==> config.mk <==
export PLATFORM = sky130hd
export DESIGN_NAME = command_frame_decoder
export DESIGN_NICKNAME = d
export VERILOG_FILES = /design/src/rtl/cfd_pkg.sv /design/src/rtl/cfd_front.sv /design/src/rtl/cfd_queue.sv /design/src/rtl/cfd_back.sv /design/src/rtl/command_frame_decoder.sv
export SDC_FILE = /design/constraint.sdc
export NUM_CORES = 1
export LEC_CHECK = 0
export ABC_AREA = 1
export BUFFER_PORTS_ARGS = -buffer_cell sky130_fd_sc_hd__buf_4
export CAP_MARGIN = 15
export CORE_MARGIN = 2
export CORE_UTILIZATION = 39
export DETAILED_ROUTE_END_ITERATION = 8
export PLACE_DENSITY = 0.6
export SETUP_SLACK_MARGIN = 0.05
export SLEW_MARGIN = 25
export SYNTH_ARGS = -nofsm -noshare
export SYNTH_HDL_FRONTEND = slang
export SYNTH_SLANG_ARGS = --single-unit
==> constraint.sdc <==
create_clock -name clk -period 7.8 [get_ports clk]
set_clock_uncertainty 0.1 [all_clocks]
set_input_delay 1.56 -clock clk [delete_from_list [all_inputs] [get_ports clk]]
set_output_delay 1.56 -clock clk [all_outputs]
set_load 0.1 [all_outputs]
==> src/rtl/cfd_pkg.sv <==
// ----------------------------------------------------------------------------
// cfd_pkg: shared types and constants of the command frame decoder
// Frame record passed from the byte collector to the decoder, the decoded
// event, the configuration bundle and the command/kind/register codes.
// ----------------------------------------------------------------------------
package cfd_pkg;

    localparam int OUTPUT_COUNT = 8;
    localparam int FIFO_DEPTH   = 2;
    localparam int KEEP_BYTES   = 4;

    // command codes (first byte of a frame)
    localparam logic [7:0] CMD_TEMPO   = 8'h00;
    localparam logic [7:0] CMD_RATIO   = 8'h01;
    localparam logic [7:0] CMD_MODE    = 8'h02;
    localparam logic [7:0] CMD_TRIGGER = 8'h04;
    localparam logic [7:0] CMD_PROB    = 8'h05;

    localparam logic [7:0] MASK_SELECT = 8'hFF;
    localparam logic [7:0] PROB_MAX    = 8'd100;

    // event kinds
    localparam logic [2:0] KIND_TEMPO   = 3'd0;
    localparam logic [2:0] KIND_RATIO   = 3'd1;
    localparam logic [2:0] KIND_MODE    = 3'd2;
    localparam logic [2:0] KIND_TRIGGER = 3'd3;
    localparam logic [2:0] KIND_PROB    = 3'd4;

    // register word indexes
    localparam logic [1:0] REG_MIN_TEMPO    = 2'd0;
    localparam logic [1:0] REG_MAX_TEMPO    = 2'd1;
    localparam logic [1:0] REG_MAX_RUN_MODE = 2'd2;

    localparam logic [15:0] MIN_TEMPO_RST    = 16'd20;
    localparam logic [15:0] MAX_TEMPO_RST    = 16'd300;
    localparam logic [7:0]  MAX_RUN_MODE_RST = 8'd2;

    typedef struct packed {
        logic [2:0] len;   // bytes kept, 1..4
        logic [7:0] cmd;
        logic [7:0] b1;
        logic [7:0] b2;
        logic [7:0] b3;
    } frame_t;

    typedef struct packed {
        logic        ok;
        logic [2:0]  kind;
        logic [2:0]  index;
        logic [7:0]  value_a;
        logic [7:0]  value_b;
        logic [7:0]  mask;
        logic [15:0] count;
    } event_t;

    typedef struct packed {
        logic [15:0] min_tempo;
        logic [15:0] max_tempo;
        logic [7:0]  max_run_mode;
    } cfg_t;

endpackage

==> src/rtl/cfd_front.sv <==
// ----------------------------------------------------------------------------
// cfd_front: byte collector
// Keeps the first four bytes of a frame and a saturating length count; on the
// last byte it pushes a complete frame record into the queue.
// ----------------------------------------------------------------------------
module cfd_front (
    input  logic            clk,
    input  logic            rst_n,
    input  logic            in_valid,
    output logic            in_ready,
    input  logic [7:0]      frame_byte,
    input  logic            last_byte,
    input  logic            q_ready,
    output logic            q_push,
    output cfd_pkg::frame_t q_frame
);

    logic [2:0] bytes_seen_reg;
    logic [2:0] bytes_seen_next;
    logic [7:0] frame_bytes_reg [cfd_pkg::KEEP_BYTES];
    logic [7:0] merged [cfd_pkg::KEEP_BYTES];
    logic       accept;
    logic       room;

    // a middle byte never needs queue space
    assign in_ready = !last_byte || q_ready;
    assign accept   = in_valid && in_ready;
    assign room     = (bytes_seen_reg < 3'(cfd_pkg::KEEP_BYTES));

    always_comb
    begin
        for (int i = 0; i < cfd_pkg::KEEP_BYTES; i++)
        begin
            merged[i] = (room && bytes_seen_reg[1:0] == 2'(i)) ? frame_byte
                                                                : frame_bytes_reg[i];
        end
    end

    always_comb
    begin
        bytes_seen_next = bytes_seen_reg;
        if (accept)
        begin
            if (last_byte)
                bytes_seen_next = 3'd0;
            else if (room)
                bytes_seen_next = bytes_seen_reg + 3'd1;
        end
    end

    assign q_push        = accept && last_byte;
    assign q_frame.len   = room ? (bytes_seen_reg + 3'd1) : 3'(cfd_pkg::KEEP_BYTES);
    assign q_frame.cmd   = merged[0];
    assign q_frame.b1    = merged[1];
    assign q_frame.b2    = merged[2];
    assign q_frame.b3    = merged[3];

    always_ff @(posedge clk or negedge rst_n)
    begin
        if (!rst_n)
            bytes_seen_reg <= 3'd0;
        else
            bytes_seen_reg <= bytes_seen_next;
    end

    // byte store has no reset; only bytes counted in len are ever used
    always_ff @(posedge clk)
    begin
        if (accept && room)
            frame_bytes_reg[bytes_seen_reg[1:0]] <= frame_byte;
    end

endmodule

==> src/rtl/cfd_queue.sv <==
// ----------------------------------------------------------------------------
// cfd_queue: two-entry frame queue
// Decouples the byte collector from the decoder so each side stalls alone.
// ----------------------------------------------------------------------------
module cfd_queue (
    input  logic            clk,
    input  logic            rst_n,
    input  logic            push,
    input  cfd_pkg::frame_t push_frame,
    output logic            push_ready,
    input  logic            pop,
    output logic            pop_valid,
    output cfd_pkg::frame_t pop_frame
);

    localparam int PtrW = $clog2(cfd_pkg::FIFO_DEPTH);
    localparam int CntW = $clog2(cfd_pkg::FIFO_DEPTH + 1);

    cfd_pkg::frame_t entry_reg [cfd_pkg::FIFO_DEPTH];
    logic [PtrW-1:0] wr_ptr_reg;
    logic [PtrW-1:0] rd_ptr_reg;
    logic [CntW-1:0] count_reg;
    logic [CntW-1:0] count_next;
    logic            do_push;
    logic            do_pop;

    assign push_ready = (count_reg != CntW'(cfd_pkg::FIFO_DEPTH));
    assign pop_valid  = (count_reg != '0);
    assign pop_frame  = entry_reg[rd_ptr_reg];
    assign do_push    = push && push_ready;
    assign do_pop     = pop && pop_valid;

    always_comb
    begin
        count_next = count_reg;
        if (do_push && !do_pop)
            count_next = count_reg + CntW'(1);
        else if (do_pop && !do_push)
            count_next = count_reg - CntW'(1);
    end

    always_ff @(posedge clk or negedge rst_n)
    begin
        if (!rst_n)
        begin
            wr_ptr_reg <= '0;
            rd_ptr_reg <= '0;
            count_reg  <= '0;
        end
        else
        begin
            if (do_push)
                wr_ptr_reg <= (wr_ptr_reg == PtrW'(cfd_pkg::FIFO_DEPTH - 1)) ? '0
                                                                              : wr_ptr_reg + PtrW'(1);
            if (do_pop)
                rd_ptr_reg <= (rd_ptr_reg == PtrW'(cfd_pkg::FIFO_DEPTH - 1)) ? '0
                                                                              : rd_ptr_reg + PtrW'(1);
            count_reg <= count_next;
        end
    end

    always_ff @(posedge clk)
    begin
        if (do_push)
            entry_reg[wr_ptr_reg] <= push_frame;
    end

endmodule

==> src/rtl/cfd_back.sv <==
// ----------------------------------------------------------------------------
// cfd_back: frame decoder
// Decodes the queue head against the configuration and holds the event in an
// output register until the consumer takes it.
// ----------------------------------------------------------------------------
module cfd_back (
    input  logic            clk,
    input  logic            rst_n,
    input  cfd_pkg::cfg_t   cfg,
    input  logic            q_valid,
    input  cfd_pkg::frame_t q_frame,
    output logic            q_pop,
    output logic            out_valid,
    input  logic            out_ready,
    output cfd_pkg::event_t out_event
);

    function automatic cfd_pkg::event_t decode(cfd_pkg::frame_t f, cfd_pkg::cfg_t c);
        cfd_pkg::event_t ev;
        logic [15:0]     tempo;
        logic            num_ok;
        logic [2:0]      idx;
        ev     = '0;
        num_ok = (f.b1 >= 8'd1) && (f.b1 <= 8'(cfd_pkg::OUTPUT_COUNT));
        idx    = 3'(f.b1 - 8'd1);
        tempo  = (f.len == 3'd2) ? {8'h00, f.b1} : {f.b1, f.b2};
        unique case (f.cmd)
            cfd_pkg::CMD_TEMPO:
            begin
                if (f.len >= 3'd2 && tempo >= c.min_tempo && tempo <= c.max_tempo)
                begin
                    ev.ok    = 1'b1;
                    ev.kind  = cfd_pkg::KIND_TEMPO;
                    ev.count = tempo;
                end
            end
            cfd_pkg::CMD_RATIO:
            begin
                if (f.len >= 3'd4 && num_ok && f.b2 != 8'd0 && f.b3 != 8'd0)
                begin
                    ev.ok      = 1'b1;
                    ev.kind    = cfd_pkg::KIND_RATIO;
                    ev.index   = idx;
                    ev.value_a = f.b2;
                    ev.value_b = f.b3;
                end
            end
            cfd_pkg::CMD_MODE:
            begin
                if (f.len >= 3'd3 && num_ok && f.b2 <= c.max_run_mode)
                begin
                    ev.ok      = 1'b1;
                    ev.kind    = cfd_pkg::KIND_MODE;
                    ev.index   = idx;
                    ev.value_b = f.b2;
                end
            end
            cfd_pkg::CMD_TRIGGER:
            begin
                if (f.len >= 3'd2)
                begin
                    if (f.b1 == cfd_pkg::MASK_SELECT)
                    begin
                        if (f.len >= 3'd3)
                        begin
                            ev.ok    = 1'b1;
                            ev.kind  = cfd_pkg::KIND_TRIGGER;
                            ev.mask  = f.b2;
                            ev.count = 16'd1;
                        end
                    end
                    else if (num_ok)
                    begin
                        ev.ok    = 1'b1;
                        ev.kind  = cfd_pkg::KIND_TRIGGER;
                        ev.mask  = 8'd1 << idx;
                        ev.count = 16'd1;
                    end
                end
            end
            cfd_pkg::CMD_PROB:
            begin
                if (f.len >= 3'd3 && num_ok && f.b2 <= cfd_pkg::PROB_MAX)
                begin
                    ev.ok      = 1'b1;
                    ev.kind    = cfd_pkg::KIND_PROB;
                    ev.index   = idx;
                    ev.value_a = f.b2;
                end
            end
            default:
            begin
                ev = '0;
            end
        endcase
        return ev;
    endfunction

    logic            out_valid_reg;
    cfd_pkg::event_t event_reg;

    // refill the output register whenever it is empty or being drained
    assign q_pop     = q_valid && (!out_valid_reg || out_ready);
    assign out_valid = out_valid_reg;
    assign out_event = event_reg;

    always_ff @(posedge clk or negedge rst_n)
    begin
        if (!rst_n)
            out_valid_reg <= 1'b0;
        else if (q_pop)
            out_valid_reg <= 1'b1;
        else if (out_ready)
            out_valid_reg <= 1'b0;
    end

    always_ff @(posedge clk)
    begin
        if (q_pop)
            event_reg <= decode(q_frame, cfg);
    end

endmodule

==> src/rtl/command_frame_decoder.sv <==
// ----------------------------------------------------------------------------
// command_frame_decoder: top level
// Byte collector, frame queue and decoder, plus the APB register block.
// ----------------------------------------------------------------------------
// Throughput: one byte per cycle, also back-to-back frames, unless the frame queue is full.
// Path: the last byte's frame record is registered in the frame queue, then
//   decoded into the decoder's output register, which holds the event until taken.
// The two-entry queue lets bytes keep flowing while an event waits.
// Reset (rst_n low, async): byte count, queue and output valid clear; config
//   registers return to min_tempo 20, max_tempo 300, max_run_mode 2.
module command_frame_decoder (
    input  logic        clk,
    input  logic        rst_n,
    // byte channel
    input  logic        in_valid,
    output logic        in_ready,
    input  logic [7:0]  frame_byte,
    input  logic        last_byte,
    // event channel
    output logic        out_valid,
    input  logic        out_ready,
    output logic        decode_ok,
    output logic [2:0]  event_kind,
    output logic [2:0]  output_index,
    output logic [7:0]  value_a,
    output logic [7:0]  value_b,
    output logic [7:0]  trigger_mask,
    output logic [15:0] event_count,
    // register port
    input  logic        psel,
    input  logic        penable,
    input  logic        pwrite,
    input  logic [3:0]  paddr,
    input  logic [31:0] pwdata,
    output logic [31:0] prdata,
    output logic        pready
);

    // ---------------- register block ----------------
    // Word-addressed: paddr[3:2] picks the register, low bits ignored.
    logic [15:0]     min_tempo_reg;
    logic [15:0]     max_tempo_reg;
    logic [7:0]      max_run_mode_reg;
    logic            reg_write;
    logic [1:0]      reg_index;
    cfd_pkg::cfg_t   cfg;

    assign pready    = 1'b1;
    assign reg_write = psel && penable && pwrite;
    assign reg_index = paddr[3:2];

    always_ff @(posedge clk or negedge rst_n)
    begin
        if (!rst_n)
        begin
            min_tempo_reg    <= cfd_pkg::MIN_TEMPO_RST;
            max_tempo_reg    <= cfd_pkg::MAX_TEMPO_RST;
            max_run_mode_reg <= cfd_pkg::MAX_RUN_MODE_RST;
        end
        else if (reg_write)
        begin
            unique case (reg_index)
                cfd_pkg::REG_MIN_TEMPO:    min_tempo_reg    <= pwdata[15:0];
                cfd_pkg::REG_MAX_TEMPO:    max_tempo_reg    <= pwdata[15:0];
                cfd_pkg::REG_MAX_RUN_MODE: max_run_mode_reg <= pwdata[7:0];
                default:                   ; // unmapped word: write dropped
            endcase
        end
    end

    always_comb
    begin
        unique case (reg_index)
            cfd_pkg::REG_MIN_TEMPO:    prdata = {16'd0, min_tempo_reg};
            cfd_pkg::REG_MAX_TEMPO:    prdata = {16'd0, max_tempo_reg};
            cfd_pkg::REG_MAX_RUN_MODE: prdata = {24'd0, max_run_mode_reg};
            default:                   prdata = 32'd0;
        endcase
    end

    // Config must only change while idle (the block does not enforce this); the decoder reads it live.
    assign cfg.min_tempo    = min_tempo_reg;
    assign cfg.max_tempo    = max_tempo_reg;
    assign cfg.max_run_mode = max_run_mode_reg;

    // ---------------- datapath ----------------
    logic            q_push;
    logic            q_push_ready;
    cfd_pkg::frame_t q_in_frame;
    logic            q_pop;
    logic            q_valid;
    cfd_pkg::frame_t q_out_frame;
    cfd_pkg::event_t ev;

    // Front end: counts bytes, keeps the first four, pushes on the last beat.
    cfd_front u_front (
        .clk        (clk),
        .rst_n      (rst_n),
        .in_valid   (in_valid),
        .in_ready   (in_ready),
        .frame_byte (frame_byte),
        .last_byte  (last_byte),
        .q_ready    (q_push_ready),
        .q_push     (q_push),
        .q_frame    (q_in_frame)
    );

    // Whole-frame records, two deep.
    cfd_queue u_queue (
        .clk        (clk),
        .rst_n      (rst_n),
        .push       (q_push),
        .push_frame (q_in_frame),
        .push_ready (q_push_ready),
        .pop        (q_pop),
        .pop_valid  (q_valid),
        .pop_frame  (q_out_frame)
    );

    // Back end: decode and hold one event beat.
    cfd_back u_back (
        .clk       (clk),
        .rst_n     (rst_n),
        .cfg       (cfg),
        .q_valid   (q_valid),
        .q_frame   (q_out_frame),
        .q_pop     (q_pop),
        .out_valid (out_valid),
        .out_ready (out_ready),
        .out_event (ev)
    );

    assign decode_ok    = ev.ok;
    assign event_kind   = ev.kind;
    assign output_index = ev.index;
    assign value_a      = ev.value_a;
    assign value_b      = ev.value_b;
    assign trigger_mask = ev.mask;
    assign event_count  = ev.count;

endmodule

==> impl_metrics.json <==
{
  "whs_ns": 0.372,
  "cts_inserted_buffers": 17,
  "synthXorXnorAreaFrac": 0.00448,
  "power_density_nw_per_um2": 418,
  "rows": 57,
  "synthAdderAreaFrac": 0.0691,
  "cts_max_level": 4,
  "grt-ovfl-total": 0,
  "start_util": 0.400,
  "synth_compound_area_frac": 0.0837,
  "hold_class": "register to register",
  "ys_ff_latch": 197,
  "worst_r2r_path_depth": 19,
  "period_share": 0.604,
  "ys_async_sr_fraction": 0.244,
  "ys_seq_area_frac": 0.581,
  "synthFlopType": "edfxtp_1",
  "crit_start": "u_queue.rd_ptr_reg",
  "area_growth_pct": 16.9,
  "synth_area_um2": 9780,
  "core_area_um2": 24500,
  "startpoint_type": "register",
  "cts_tree": "done",
  "synthMuxAreaShare": 0,
  "gr-usage-all-layers": 0.168,
  "dieHeight_um": 162,
  "crit_fanout": 39,
  "drcViolationCount": 0,
  "placed_area_um2": 10800,
  "antenna_found_initial": 0,
  "leakagePower_nw": 5.22,
  "die_w_um": 162,
  "routed_wl_um": 21200,
  "reg2reg_to": "u_back.out_event[7]",
  "cp.required_ns": 7.87,
  "slew_viol_final": 0,
  "ys_types": 43,
  "max_freq_ghz": 0.212,
  "vias": 6708,
  "tightest_slew_ns": 1.01,
  "dp_hpwl_um": 15600,
  "endpoint": "u_back.out_event[7]",
  "synth.avg_cell_area_um2": 9.79,
  "synth_top_family_by_area": "simple AND/OR/NAND/NOR gates",
  "cts-resized-gates": 0,
  "ir_worst_vdd_mv": 0.287,
  "rrSetupSlack_ns": 3.09,
  "clockBufferDepth": 2,
  "root_buffer": "clkbuf_16",
  "grt_pass1_vias": 6434,
  "hold_violations": 0,
  "finalNetCount": 1202,
  "maxSlewHeadroom": 0.324,
  "layout_min_cycle_time_ns": 4.71,
  "vias_per_cell": 4.68,
  "setup_viol": 0,
  "gp_congestion": 0.793,
  "drive_gt1_frac": 0.168,
  "cts_hold_buf": 0,
  "fillers": 2328,
  "grt_max_degree": 50,
  "stdcell_area_um2": 11400,
  "io_buffer_count": 98,
  "drt_first_pass_iters": 7,
  "drtIter0Drc": 414,
  "r2r-start": "u_queue.rd_ptr_reg",
  "num_antenna_cells": 0,
  "wire_per_inst_um": 14.8,
  "cts_sinks": 197,
  "synth_edf_count": 149,
  "post-place-ws_ns": 3.12,
  "ioPinCount": 134,
  "end_kind": "register",
  "rsz0062_at_grt": "no",
  "fin_setup_tns_ns": 0,
  "status": "finished, final reports clean",
  "yosys_warnings": 0,
  "die_area_um2": 26400,
  "path_clk_slew_ns": 0.08,
  "clk_latency_ns": 0.45,
  "grt_first_pass_wirelength_um": 34100,
  "path_class": "register to register",
  "worstPathArrival_ns": 4.78,
  "final_antenna_net_count": 0,
  "syn_inst": 999,
  "largest_reg_flops": 70,
  "cap_violations": 0,
  "post_cts_buffers": 0,
  "setup_ws_ns": 3.09,
  "synth_simple_gate_area_share": 0.168
}
[report_power, final]
group	internal (mW)	switching (mW)	total, mW	leakage [nW]
clock	0.463	0.495	0.958	0.321
combinational	0.504	1.78	2.28	2.89
sequential	1.45	0.0904	1.54	2.01
[through the flow]
step / power [mW] / cells / utilization
6_report: 4.78 / 1433 / 0.467
5_1_grt: 5.09 / 1433 / 0.467
4_1_cts: 4.83 / 1433 / 0.467
3_5_place_dp: 3.86 / 1401 / 0.440
3_3_place_gp: 3.82 / 1401 / 0.440
2_1_floorplan: 3.35 / 1014 / -
[synth_stat cells (7+ instances only)]
| cell type | number | area, µm² |
|---|---|---|
| nor2_4 | 11 | 124 |
| nor2_1 | 52 | 195 |
| inv_1 | 164 | 616 |
| nand2_1 | 257 | 965 |
| o221ai_1 | 7 | 61.3 |
| o21ai_0 | 84 | 420 |
| o22ai_1 | 12 | 75.1 |
| nor2_2 | 12 | 75.1 |
| o21ai_1 | 10 | 50.1 |
| dfrtp_1 | 41 | 1030 |
| buf_4 | 20 | 150 |
| edfxtp_1 | 149 | 4470 |
| clkbuf_1 | 13 | 48.8 |
| dfstp_2 | 7 | 184 |
| ha_1 | 54 | 676 |
| nand3_1 | 24 | 120 |
| a21oi_1 | 36 | 180 |
[critical path: stages (launching register included)]
cell and delay, ns:
dfrtp_1 0.34, buf_4 0.39, inv_2 0.36, or2_0 0.31, o21ai_2 0.09, nand3_1 0.57
o21ai_0 0.65, inv_1 0.16, ha_1 0.30, nand2_1 0.06, nor2_1 0.03, and2_1 0.14
nor2_1 0.08, nand2_1 0.07, nand2_1 0.06, nand2_1 0.05, nand2_1 0.07, nor2_2 0.06
inv_2 0.44, nor2_1 0.09
[cell families (layout without fill, tap and decap cells)]
| kind of cell | count (synthesis) | in the layout |
|---|---|---|
| adders and majority gates | 54 | 54 |
| buffers and inverters | 209 | 304 |
| other | 2 | 17 |
| AOI/OAI and AO/OA | 153 | 153 |
| xor gates and xnor gates | 5 | 5 |
| and+or+nand+nor | 379 | 379 |
| DFF | 197 | 197 |
[layout make-up]
class                           count  area [µm²]  share of cell area
Sequential cell                   197        5680               0.497
Multi-Input combinational cell    608        3260               0.285
Timing Repair Buffer              103         773              0.0676
Inverter                          169         637              0.0557
Clock buffer                       17         425              0.0372
Tap cell                          324         405              0.0355
Clock inverter                     15         245              0.0214
[routing by layer]
layer / up-vias / share of wire / track usage / routed length (µm)
met5: - / 0 / 0 / 0
met4: 0 / 0.020 / 0.0563 / 433
met3: 29 / 0.037 / 0.0300 / 788
met2: 145 / 0.47 / 0.273 / 10100
met1: 3120 / 0.47 / 0.228 / 9960
li1: 3414 / - / - / -
[cell usage in the layout, fill, tap and decap left out, types with 4 or more instances in the layout]
| cell type | n |
|---|---|
| nand3_1 | 24 |
| nand2_2 | 4 |
| inv_2 | 4 |
| inv_12 | 4 |
| dfstp_2 | 7 |
| o22ai_1 | 12 |
| dfrtp_1 | 41 |
| o221ai_1 | 7 |
| o21ai_0 | 84 |
| edfxtp_1 | 149 |
| clkbuf_16 | 17 |
| xor2_1 | 4 |
| inv_1 | 164 |
| nor2_4 | 11 |
| buf_4 | 103 |
| conb_1 | 17 |
| o21ai_1 | 10 |
| nor2_2 | 14 |
| ha_1 | 54 |
| nand2_1 | 256 |
| clkinv_8 | 6 |
| nor2_1 | 50 |
| a21oi_1 | 35 |
[how the worst min path moves through the flow]
stage,depth (start not counted),startpoint,to
3_3_place_gp,1,u_queue.count_reg[0],u_queue.count_reg[0]
4_1_cts,1,u_queue.count_reg[0],u_queue.count_reg[0]
6_report,1,u_queue.count_reg[0],u_queue.count_reg[0]
2_1_floorplan,1,u_queue.count_reg[0],u_queue.count_reg[0]
5_1_grt,1,u_queue.count_reg[0],u_queue.count_reg[0]
3_5_place_dp,1,u_queue.count_reg[0],u_queue.count_reg[0]
Power figures use the tool's default switching activity.
